`src/design/msp_pkg.sv`:
```
package msp_pkg;

    localparam int PULSE_W  = 31;
    localparam int CLOCKS_W = 31;
    localparam int TARGET_W = 12;
    localparam int DUTY_W   = 32;
    localparam int HZ_W     = 26;
    localparam int PROD_W   = PULSE_W + HZ_W;
    localparam int FF_W     = 21;
    localparam int FFP_W    = TARGET_W + FF_W;
    localparam int ERR_W    = 11;
    localparam int STEP_W   = 29;
    localparam int SUM_W    = DUTY_W + 2;

    localparam logic [DUTY_W-1:0] DUTY_FULL   = 32'hFFFF_FFFF;
    localparam logic [DUTY_W-1:0] DUTY_MIN    = 32'd1288490160;
    localparam logic [FF_W-1:0]   FF_GAIN     = 21'd1342177;
    localparam logic [HZ_W-1:0]   CLOCK_HZ    = 26'd48000000;
    localparam int                ERR_LIMIT   = 1000;
    localparam int                P_GAIN      = 100000;
    localparam int                SETTLE_BAND = 100;

    localparam int QUEUE_DEPTH = 2;

    typedef struct packed {
        logic                meas;
        logic                div_zero;
        logic [PROD_W-1:0]   prod;
        logic [CLOCKS_W-1:0] clocks;
    } t_entry;

endpackage

```
`src/design/msp_front.sv`:
```
module msp_front (
    input  logic                          i_clk,
    input  logic                          i_rst_n,
    input  logic                          i_in_valid,
    output logic                          o_in_ready,
    input  logic                          i_req_type,
    input  logic [msp_pkg::PULSE_W-1:0]   i_pulse_count,
    input  logic [msp_pkg::CLOCKS_W-1:0]  i_clock_count,
    input  logic                          i_full,
    output logic                          o_push,
    output msp_pkg::t_entry               o_entry
);

    logic            r_valid;
    msp_pkg::t_entry r_entry;
    logic            accept;

    assign o_push     = r_valid && !i_full;
    assign o_in_ready = !r_valid || !i_full;
    assign accept     = i_in_valid && o_in_ready;
    assign o_entry    = r_entry;

    always_ff @(posedge i_clk) begin
        if (!i_rst_n) begin
            r_valid <= 1'b0;
        end else if (accept) begin
            r_valid <= 1'b1;
        end else if (o_push) begin
            r_valid <= 1'b0;
        end
    end

    // pulse count scaled by the 48 MHz reference, registered before the queue
    always_ff @(posedge i_clk) begin
        if (accept) begin
            r_entry.meas     <= i_req_type;
            r_entry.div_zero <= (i_clock_count == '0);
            r_entry.prod     <= msp_pkg::PROD_W'(i_pulse_count)
                                * msp_pkg::PROD_W'(msp_pkg::CLOCK_HZ);
            r_entry.clocks   <= i_clock_count;
        end
    end

endmodule

```
`src/design/msp_fifo.sv`:
```
module msp_fifo #(
    parameter int DEPTH = msp_pkg::QUEUE_DEPTH
) (
    input  logic            i_clk,
    input  logic            i_rst_n,
    input  logic            i_push,
    input  msp_pkg::t_entry i_data,
    output logic            o_full,
    input  logic            i_pop,
    output msp_pkg::t_entry o_data,
    output logic            o_empty
);

    localparam int PTR_W = (DEPTH > 1) ? $clog2(DEPTH) : 1;
    localparam int CNT_W = $clog2(DEPTH + 1);

    msp_pkg::t_entry    r_mem [DEPTH];
    logic [PTR_W-1:0]   r_wr_ptr;
    logic [PTR_W-1:0]   r_rd_ptr;
    logic [CNT_W-1:0]   r_count;
    logic               do_push;
    logic               do_pop;

    assign o_full  = (r_count == CNT_W'(DEPTH));
    assign o_empty = (r_count == '0);
    assign do_push = i_push && !o_full;
    assign do_pop  = i_pop && !o_empty;
    assign o_data  = r_mem[r_rd_ptr];

    always_ff @(posedge i_clk) begin
        if (!i_rst_n) begin
            r_wr_ptr <= '0;
            r_rd_ptr <= '0;
            r_count  <= '0;
        end else begin
            if (do_push) begin
                r_wr_ptr <= (r_wr_ptr == PTR_W'(DEPTH - 1)) ? '0 : r_wr_ptr + 1'b1;
            end
            if (do_pop) begin
                r_rd_ptr <= (r_rd_ptr == PTR_W'(DEPTH - 1)) ? '0 : r_rd_ptr + 1'b1;
            end
            if (do_push && !do_pop) begin
                r_count <= r_count + 1'b1;
            end else if (do_pop && !do_push) begin
                r_count <= r_count - 1'b1;
            end
        end
    end

    always_ff @(posedge i_clk) begin
        if (do_push) begin
            r_mem[r_wr_ptr] <= i_data;
        end
    end

endmodule

```
`src/design/msp_back.sv`:
```
module msp_back (
    input  logic                          i_clk,
    input  logic                          i_rst_n,
    input  logic                          i_cfg_we,
    input  logic [msp_pkg::TARGET_W-1:0]  i_cfg_data,
    input  logic                          i_empty,
    input  msp_pkg::t_entry               i_entry,
    output logic                          o_pop,
    output logic                          o_out_valid,
    input  logic                          i_out_ready,
    output logic [msp_pkg::DUTY_W-1:0]    o_duty_word,
    output logic [msp_pkg::DUTY_W-1:0]    o_speed_rpm,
    output logic                          o_settled
);

    localparam int PROD_W = msp_pkg::PROD_W;
    localparam int DIV_W  = msp_pkg::CLOCKS_W;
    localparam int CNT_W  = $clog2(PROD_W);
    localparam int DW     = msp_pkg::DUTY_W;
    localparam int SW     = msp_pkg::SUM_W;
    localparam int EW     = msp_pkg::ERR_W;
    localparam int TW     = msp_pkg::STEP_W;

    typedef enum logic [4:0] {
        S_IDLE = 5'b00001,
        S_DIV  = 5'b00010,
        S_RPM  = 5'b00100,
        S_ERR  = 5'b01000,
        S_DUTY = 5'b10000
    } t_state;

    t_state                        r_state;
    t_state                        n_state;
    logic [msp_pkg::TARGET_W-1:0]  r_target;
    logic [DW-1:0]                 r_duty;
    logic                          r_meas;
    logic                          r_zero;
    logic [DIV_W-1:0]              r_div;
    logic [DIV_W-1:0]              r_rem;
    logic [PROD_W-1:0]             r_quo;
    logic [CNT_W-1:0]              r_cnt;
    logic [DW-1:0]                 r_rpm;
    logic signed [TW-1:0]          r_step;
    logic                          r_settled;
    logic [msp_pkg::FFP_W-1:0]     r_ff;
    logic                          r_out_valid;
    logic [DW-1:0]                 r_out_duty;
    logic [DW-1:0]                 r_out_rpm;
    logic                          r_out_settled;

    logic                          out_free;
    logic [DIV_W:0]                trial;
    logic [DIV_W:0]                diff;
    logic                          ge;
    logic [PROD_W-1:0]             q_m1;
    logic [DW-3:0]                 quarter;
    logic [DW+3:0]                 times60;
    logic [DW-1:0]                 rpm_c;
    logic signed [SW-1:0]          err_full;
    logic signed [EW-1:0]          err_c;
    logic signed [TW-1:0]          step_c;
    logic signed [SW-1:0]          sum;
    logic [DW-1:0]                 ff_sat;
    logic [DW-1:0]                 duty_c;

    assign out_free    = !r_out_valid || i_out_ready;
    assign o_pop       = (r_state == S_IDLE) && !i_empty;
    assign o_out_valid = r_out_valid;
    assign o_duty_word = r_out_duty;
    assign o_speed_rpm = r_out_rpm;
    assign o_settled   = r_out_settled;

    // restoring divider, one quotient bit per cycle
    assign trial = {r_rem, r_quo[PROD_W-1]};
    assign diff  = trial - {1'b0, r_div};
    assign ge    = (trial >= {1'b0, r_div});

    assign q_m1    = r_quo - PROD_W'(1);
    assign quarter = q_m1[DW-1:2];
    assign times60 = {quarter, 6'b0} - {4'b0, quarter, 2'b0};

    always_comb begin
        if (r_zero || (r_quo > PROD_W'(msp_pkg::DUTY_FULL) + PROD_W'(1))) begin
            rpm_c = msp_pkg::DUTY_FULL;
        end else if (r_quo == '0) begin
            rpm_c = '0;
        end else if (times60[DW+3:DW] != '0) begin
            rpm_c = msp_pkg::DUTY_FULL;
        end else begin
            rpm_c = times60[DW-1:0];
        end
    end

    assign err_full = $signed(SW'(r_target)) - $signed(SW'(r_rpm));

    always_comb begin
        if (err_full > $signed(SW'(msp_pkg::ERR_LIMIT))) begin
            err_c = EW'(msp_pkg::ERR_LIMIT);
        end else if (err_full < -$signed(SW'(msp_pkg::ERR_LIMIT))) begin
            err_c = -EW'(msp_pkg::ERR_LIMIT);
        end else begin
            err_c = err_full[EW-1:0];
        end
    end

    assign step_c = TW'(err_c) * $signed(TW'(msp_pkg::P_GAIN));

    assign sum    = $signed({2'b0, r_duty}) + SW'(r_step);
    assign ff_sat = (r_ff[msp_pkg::FFP_W-1:DW] != '0) ? msp_pkg::DUTY_FULL : r_ff[DW-1:0];

    always_comb begin
        if (r_meas) begin
            if (sum > $signed({2'b0, msp_pkg::DUTY_FULL})) begin
                duty_c = msp_pkg::DUTY_FULL;
            end else if (sum < $signed({2'b0, msp_pkg::DUTY_MIN})) begin
                duty_c = msp_pkg::DUTY_MIN;
            end else begin
                duty_c = sum[DW-1:0];
            end
        end else begin
            duty_c = (ff_sat < msp_pkg::DUTY_MIN) ? msp_pkg::DUTY_MIN : ff_sat;
        end
    end

    always_comb begin
        n_state = r_state;
        case (r_state)
            S_IDLE: begin
                if (!i_empty) begin
                    if (!i_entry.meas) begin
                        n_state = S_ERR;
                    end else if (i_entry.div_zero) begin
                        n_state = S_RPM;
                    end else begin
                        n_state = S_DIV;
                    end
                end
            end
            S_DIV: begin
                if (r_cnt == '0) begin
                    n_state = S_RPM;
                end
            end
            S_RPM:  n_state = S_ERR;
            S_ERR:  n_state = S_DUTY;
            S_DUTY: begin
                if (out_free) begin
                    n_state = S_IDLE;
                end
            end
            default: n_state = S_IDLE;
        endcase
    end

    always_ff @(posedge i_clk) begin
        if (!i_rst_n) begin
            r_state     <= S_IDLE;
            r_target    <= '0;
            r_duty      <= msp_pkg::DUTY_MIN;
            r_out_valid <= 1'b0;
        end else begin
            r_state <= n_state;
            if (i_cfg_we) begin
                r_target <= i_cfg_data;
            end
            if ((r_state == S_DUTY) && out_free) begin
                r_duty      <= duty_c;
                r_out_valid <= 1'b1;
            end else if (i_out_ready) begin
                r_out_valid <= 1'b0;
            end
        end
    end

    always_ff @(posedge i_clk) begin
        case (r_state)
            S_IDLE: begin
                if (!i_empty) begin
                    r_meas <= i_entry.meas;
                    r_zero <= i_entry.div_zero;
                    r_div  <= i_entry.clocks;
                    r_quo  <= i_entry.prod;
                    r_rem  <= '0;
                    r_cnt  <= CNT_W'(PROD_W - 1);
                    r_rpm  <= '0;
                end
            end
            S_DIV: begin
                r_rem <= ge ? diff[DIV_W-1:0] : trial[DIV_W-1:0];
                r_quo <= {r_quo[PROD_W-2:0], ge};
                r_cnt <= r_cnt - 1'b1;
            end
            S_RPM: begin
                r_rpm <= rpm_c;
            end
            S_ERR: begin
                r_step    <= step_c;
                r_settled <= r_meas && (err_c <= $signed(EW'(msp_pkg::SETTLE_BAND)))
                             && (err_c >= -$signed(EW'(msp_pkg::SETTLE_BAND)));
                r_ff      <= msp_pkg::FFP_W'(r_target)
                             * msp_pkg::FFP_W'(msp_pkg::FF_GAIN);
            end
            S_DUTY: begin
                if (out_free) begin
                    r_out_duty    <= duty_c;
                    r_out_rpm     <= r_rpm;
                    r_out_settled <= r_settled;
                end
            end
            default: begin
            end
        endcase
    end

endmodule

```
`src/design/motor_speed_p_loop.sv`:
```
// Proportional speed regulator for a brushless motor. A start transaction
// (req_type 0) loads the duty word with 1342177 times target_speed, floored at
// 30 percent; a measurement transaction (req_type 1) converts the pulse and
// 48 MHz clock counts to rpm, clamps the speed error to +/-1000 and adds it,
// times 100000, to the duty word, which stays between 30 percent and full
// scale. In the back end a measurement runs through the radix-2 divider, which
// retires one of 57 quotient bits per cycle; a start transaction, or a
// measurement with a zero clock count, skips the divider. Inputs are accepted
// into a two-entry queue while the back end works, and a finished result
// waits in an output register. target_speed is written via i_cfg_we /
// i_cfg_data, by the user only while the block is idle (not enforced).
module motor_speed_p_loop #(
    parameter int QUEUE_DEPTH = msp_pkg::QUEUE_DEPTH
) (
    input  logic                          i_clk,
    input  logic                          i_rst_n,
    input  logic                          i_cfg_we,
    input  logic [msp_pkg::TARGET_W-1:0]  i_cfg_data,
    input  logic                          i_in_valid,
    output logic                          o_in_ready,
    input  logic                          i_req_type,
    input  logic [msp_pkg::PULSE_W-1:0]   i_pulse_count,
    input  logic [msp_pkg::CLOCKS_W-1:0]  i_clock_count,
    output logic                          o_out_valid,
    input  logic                          i_out_ready,
    output logic [msp_pkg::DUTY_W-1:0]    o_duty_word,
    output logic [msp_pkg::DUTY_W-1:0]    o_speed_rpm,
    output logic                          o_settled
);

    msp_pkg::t_entry push_entry;
    msp_pkg::t_entry pop_entry;
    logic            push;
    logic            full;
    logic            pop;
    logic            empty;

    msp_front u_front (
        .i_clk         (i_clk),
        .i_rst_n       (i_rst_n),
        .i_in_valid    (i_in_valid),
        .o_in_ready    (o_in_ready),
        .i_req_type    (i_req_type),
        .i_pulse_count (i_pulse_count),
        .i_clock_count (i_clock_count),
        .i_full        (full),
        .o_push        (push),
        .o_entry       (push_entry)
    );

    msp_fifo #(
        .DEPTH (QUEUE_DEPTH)
    ) u_fifo (
        .i_clk   (i_clk),
        .i_rst_n (i_rst_n),
        .i_push  (push),
        .i_data  (push_entry),
        .o_full  (full),
        .i_pop   (pop),
        .o_data  (pop_entry),
        .o_empty (empty)
    );

    msp_back u_back (
        .i_clk       (i_clk),
        .i_rst_n     (i_rst_n),
        .i_cfg_we    (i_cfg_we),
        .i_cfg_data  (i_cfg_data),
        .i_empty     (empty),
        .i_entry     (pop_entry),
        .o_pop       (pop),
        .o_out_valid (o_out_valid),
        .i_out_ready (i_out_ready),
        .o_duty_word (o_duty_word),
        .o_speed_rpm (o_speed_rpm),
        .o_settled   (o_settled)
    );

endmodule

```
`config.mk`:
```
export PLATFORM = sky130hd
export DESIGN_NAME = motor_speed_p_loop
export DESIGN_NICKNAME = d
export VERILOG_FILES = /design/src/design/msp_pkg.sv /design/src/design/msp_front.sv /design/src/design/msp_fifo.sv /design/src/design/msp_back.sv /design/src/design/motor_speed_p_loop.sv
export SDC_FILE = /design/constraint.sdc
export NUM_CORES = 2
export LEC_CHECK = 0
export BUFFER_PORTS_ARGS = -buffer_cell sky130_fd_sc_hd__buf_2
export CORE_UTILIZATION = 55
export CTS_CLUSTER_SIZE = 25
export DETAILED_ROUTE_END_ITERATION = 8
export PLACE_DENSITY = 0.72
export SETUP_SLACK_MARGIN = 0.4
export SKIP_LAST_GASP = 1
export SYNTH_ARGS = -nofsm -noshare
export SYNTH_HDL_FRONTEND = slang
export SYNTH_SLANG_ARGS = --single-unit
export TNS_END_PERCENT = 30
```
`constraint.sdc`:
```
create_clock -name i_clk -period 20 [get_ports i_clk]
set_input_delay 1 -clock i_clk [delete_from_list [all_inputs] [get_ports i_clk]]
set_output_delay 1 -clock i_clk [all_outputs]
set_load 0.005 [all_outputs]
```
==> flow_summary.json <==
{
  "status": "finished, final reports clean",
  "reg2reg_to": "u_back.r_step[27]",
  "rows": 102,
  "cts_tree": "yes",
  "clk-insertion-delay-late_ns": 0.67,
  "rsz0062_at_grt": "false",
  "setup_tns_ns": 0,
  "synth_area_per_cell_um2": 11.05,
  "ys.flop_type": "edfxtp_1",
  "synth-seq-area-share_pct": 38.35,
  "fmax_mhz": 106.4,
  "crit_top_cell": "ha_1",
  "post_cts_resized": 0,
  "cts_sinks": 576,
  "cap_violations": 0,
  "track_usage_pct": 24.64,
  "ioPinCount": 147,
  "power_leakage_nw": 20.70,
  "crit_slowest_cell": "dfxtp_1",
  "fp.dieH_um": 283.7,
  "synth-warning-count": 0,
  "fill_cells": 6291,
  "drc": 0,
  "synthTopCellsByCount": "inv_1 (643), edfxtp_1 (520), ha_1 (470), fa_1 (314), nor2_1 (198)",
  "ctsHoldBuffers": 0,
  "cp_max_fo": 11,
  "diodes": 0,
  "core_area_um2": 77980,
  "hp-class": "register to register",
  "port_buffers": 146,
  "viasPerCell": 5.623,
  "peakVddDrop_v": 0.0001691,
  "clock_skew_ns": 0.07892,
  "reg2regPathDepth": 34,
  "max-slew-margin-rel_pct": 17.93,
  "tightest_slew_ns": 1.226,
  "die-area_um2": 80470,
  "period_minus_slack_ns": 9.395,
  "clk_pin_slew_worst_paths_ns": 0.07,
  "syn-num-nets": 4812,
  "drive_gt1_share_pct": 8.959,
  "final_antenna_net_count": 0,
  "grt_pass1_vias": 29540,
  "drt-pass1-iter-count": 7,
  "die_x_um": 283.7,
  "grt_antenna_before_repair": 1,
  "yosys-top-cells-area": "edfxtp_1 (36%), fa_1 (14%), ha_1 (13%), inv_1 (5.5%), xnor2_1 (2.9%)",
  "syn_area_um2": 43640,
  "ys_types": 89,
  "crit_path_start_kind": "register",
  "worst_setup_path_end_kind": "register",
  "gp_congestion": 0.9335,
  "hold_depth": 0,
  "yosysTopAreaCellShare_pct": 35.78,
  "nets": 4953,
  "synth.largest_area_cell": "edfxtp_1",
  "grt_overflow": 0,
  "htreeDepth": 2,
  "endpoint": "u_back.r_step[27]",
  "synth_cells": 3948,
  "synth.most_common_cell": "inv_1",
  "hold_violations": 0,
  "power_density_nw_per_um2": 164.6,
  "r2r-start": "u_back.r_target[0]",
  "critPathArrivalTime_ns": 9.81,
  "required_ns": 20.42,
  "async_reset_ff_share_pct": 0,
  "numCtsBuffers": 60,
  "path_class": "register to register",
  "via_count": 29130,
  "r2r_slack_ns": 10.60,
  "wl_per_cell_um": 18.82,
  "ys_ff_latch": 576,
  "holdWs_ns": 0.3876,
  "syn_to_final_growth_pct": 9.247,
  "slew_violations": 0,
  "cpPeakStageDelay_ns": 0.54,
  "grt_pass1_wl_mm": 158.4,
  "startpoint": "u_back.r_target[0]",
  "grt_max_degree": 97,
  "wirelength_mm": 97.53,
  "post_cts_buffers": 0,
  "root_buffer": "clkbuf_16",
  "place_hpwl_mm": 76.26,
  "initial_core_util_pct": 55.96,
  "fin_crit_sh_pct": 46.98,
  "drt_iter0_markers": 2062,
  "setup_viol": 0,
  "synth_edf_count": 520,
  "clock_path_buffers": 3
}
==> placed cells by master (no fill, tap or decap), drive strengths merged, types with 12 or more instances in the layout <==
| master | instances |
|---|---|
| o22ai | 12 |
| a211o | 17 |
| nand4 | 28 |
| nor2 | 199 |
| or3 | 15 |
| edfxtp | 520 |
| a211oi | 23 |
| dfxtp | 56 |
| o21bai | 29 |
| or2 | 16 |
| ha | 470 |
| nor4 | 32 |
| a31oi | 33 |
| nor3 | 71 |
| and2 | 25 |
| and3 | 20 |
| mux2 | 36 |
| inv | 651 |
| clkinv | 28 |
| nand2 | 177 |
| o21a | 35 |
| a21o | 68 |
| nor2b | 18 |
| nand2b | 34 |
| o211ai | 40 |
| mux2i | 84 |
| o21ai | 196 |
| fa | 314 |
| a21oi | 185 |
| nand3 | 49 |
| a31o | 16 |
| a21bo | 14 |
| buf | 162 |
| clkbuf | 67 |
| xor2 | 70 |
| xnor2 | 143 |
| o22a | 14 |
==> cell families after synthesis <==
logic type | Yosys count | synth area share (%)
AOI/OAI and AO/OA | 789 | 11.98
adders and majority gates | 784 | 27.88
and+or+nand+nor | 736 | 8.341
buffers and inverters | 730 | 6.302
DFF | 576 | 38.35
xor gates and xnor gates | 213 | 4.275
muxes | 120 | 2.864
==> routing by layer <==
metal	global-route usage [%]	up-vias	wire, um
met3	2.990	128	4647
met4	5.946	2	2109
met5	0	-	13
li1	-	14160	-
met2	40.21	695	45530
met1	35.07	14150	45230
==> worst min-delay path by stage <==
stage                              startpoint                   to  slack, ns
final                     u_front.o_entry[63]  u_fifo.r_mem[1][53]       0.39
after global routing      u_front.o_entry[63]  u_fifo.r_mem[1][53]       0.40
after CTS                 u_front.o_entry[63]  u_fifo.r_mem[1][53]       0.38
after detailed placement  u_front.o_entry[30]  u_fifo.r_mem[0][30]       0.43
after global placement     u_front.o_entry[2]   u_fifo.r_mem[0][2]       0.42
after floorplan              u_back.r_settled     u_back.o_settled       0.40
==> report_power, final <==
| group | internal [mW] | switching, mW | total (mW) | leakage [nW] |
|---|---|---|---|---|
| Sequential | 1.89 | 0.208 | 2.10 | 5.27 |
| Clock | 0.694 | 0.500 | 1.19 | 1.04 |
| Combinational | 1.95 | 2.61 | 4.56 | 14.4 |
==> area by class of cell <==
class / count / area (um^2) / area share (%)
inverters: 647 / 2431 / 5.100
clock buffers: 67 / 1538 / 3.226
multi-input cells: 2642 / 24200 / 50.77
clock inverters: 47 / 610.6 / 1.281
flip-flops and latches: 576 / 16740 / 35.11
repair buffers: 162 / 850.8 / 1.785
well taps: 1040 / 1301 / 2.730
==> stage by stage <==
step,instance area (um^2),instances,power [mW],utilization (%),setup WS [ns]
floorplan,43640,3948,5.649,-,11.70
global placement,45520,5067,6.551,58.38,10.70
detailed placement,45520,5067,6.637,58.38,10.66
CTS,47670,5181,7.869,61.14,10.68
global route,47670,5181,8.537,61.14,9.892
finish,47670,5181,7.849,61.14,10.60
==> flip-flops by register name, indices dropped and copies added, names as in the netlist, 2 cells and up, named ones only <==
register            count
u_back.r_rem           31
u_front.o_entry        80
u_back.r_target        12
u_back.o_duty_word     32
u_fifo.r_count          2
u_back.r_rpm           31
u_back.o_speed_rpm     31
u_back.r_state          5
u_back.r_cnt            6
u_back.r_duty          32
u_back.r_div           31
u_fifo.r_mem          160
u_back.r_quo           57
u_back.r_step          24
u_back.r_ff            33
==> critical path: cells and delay by family (launching register included) <==
| kind | cells | cell delay [ns] |
|---|---|---|
| compound gates | 15 | 3.77 |
| buf+inv | 4 | 0.31 |
| flops | 1 | 0.54 |
| fa+ha+maj | 8 | 2.44 |
| simple gates | 6 | 1.93 |
| xor+xnor | 1 | 0.14 |
Power figures use the tool's default switching activity.
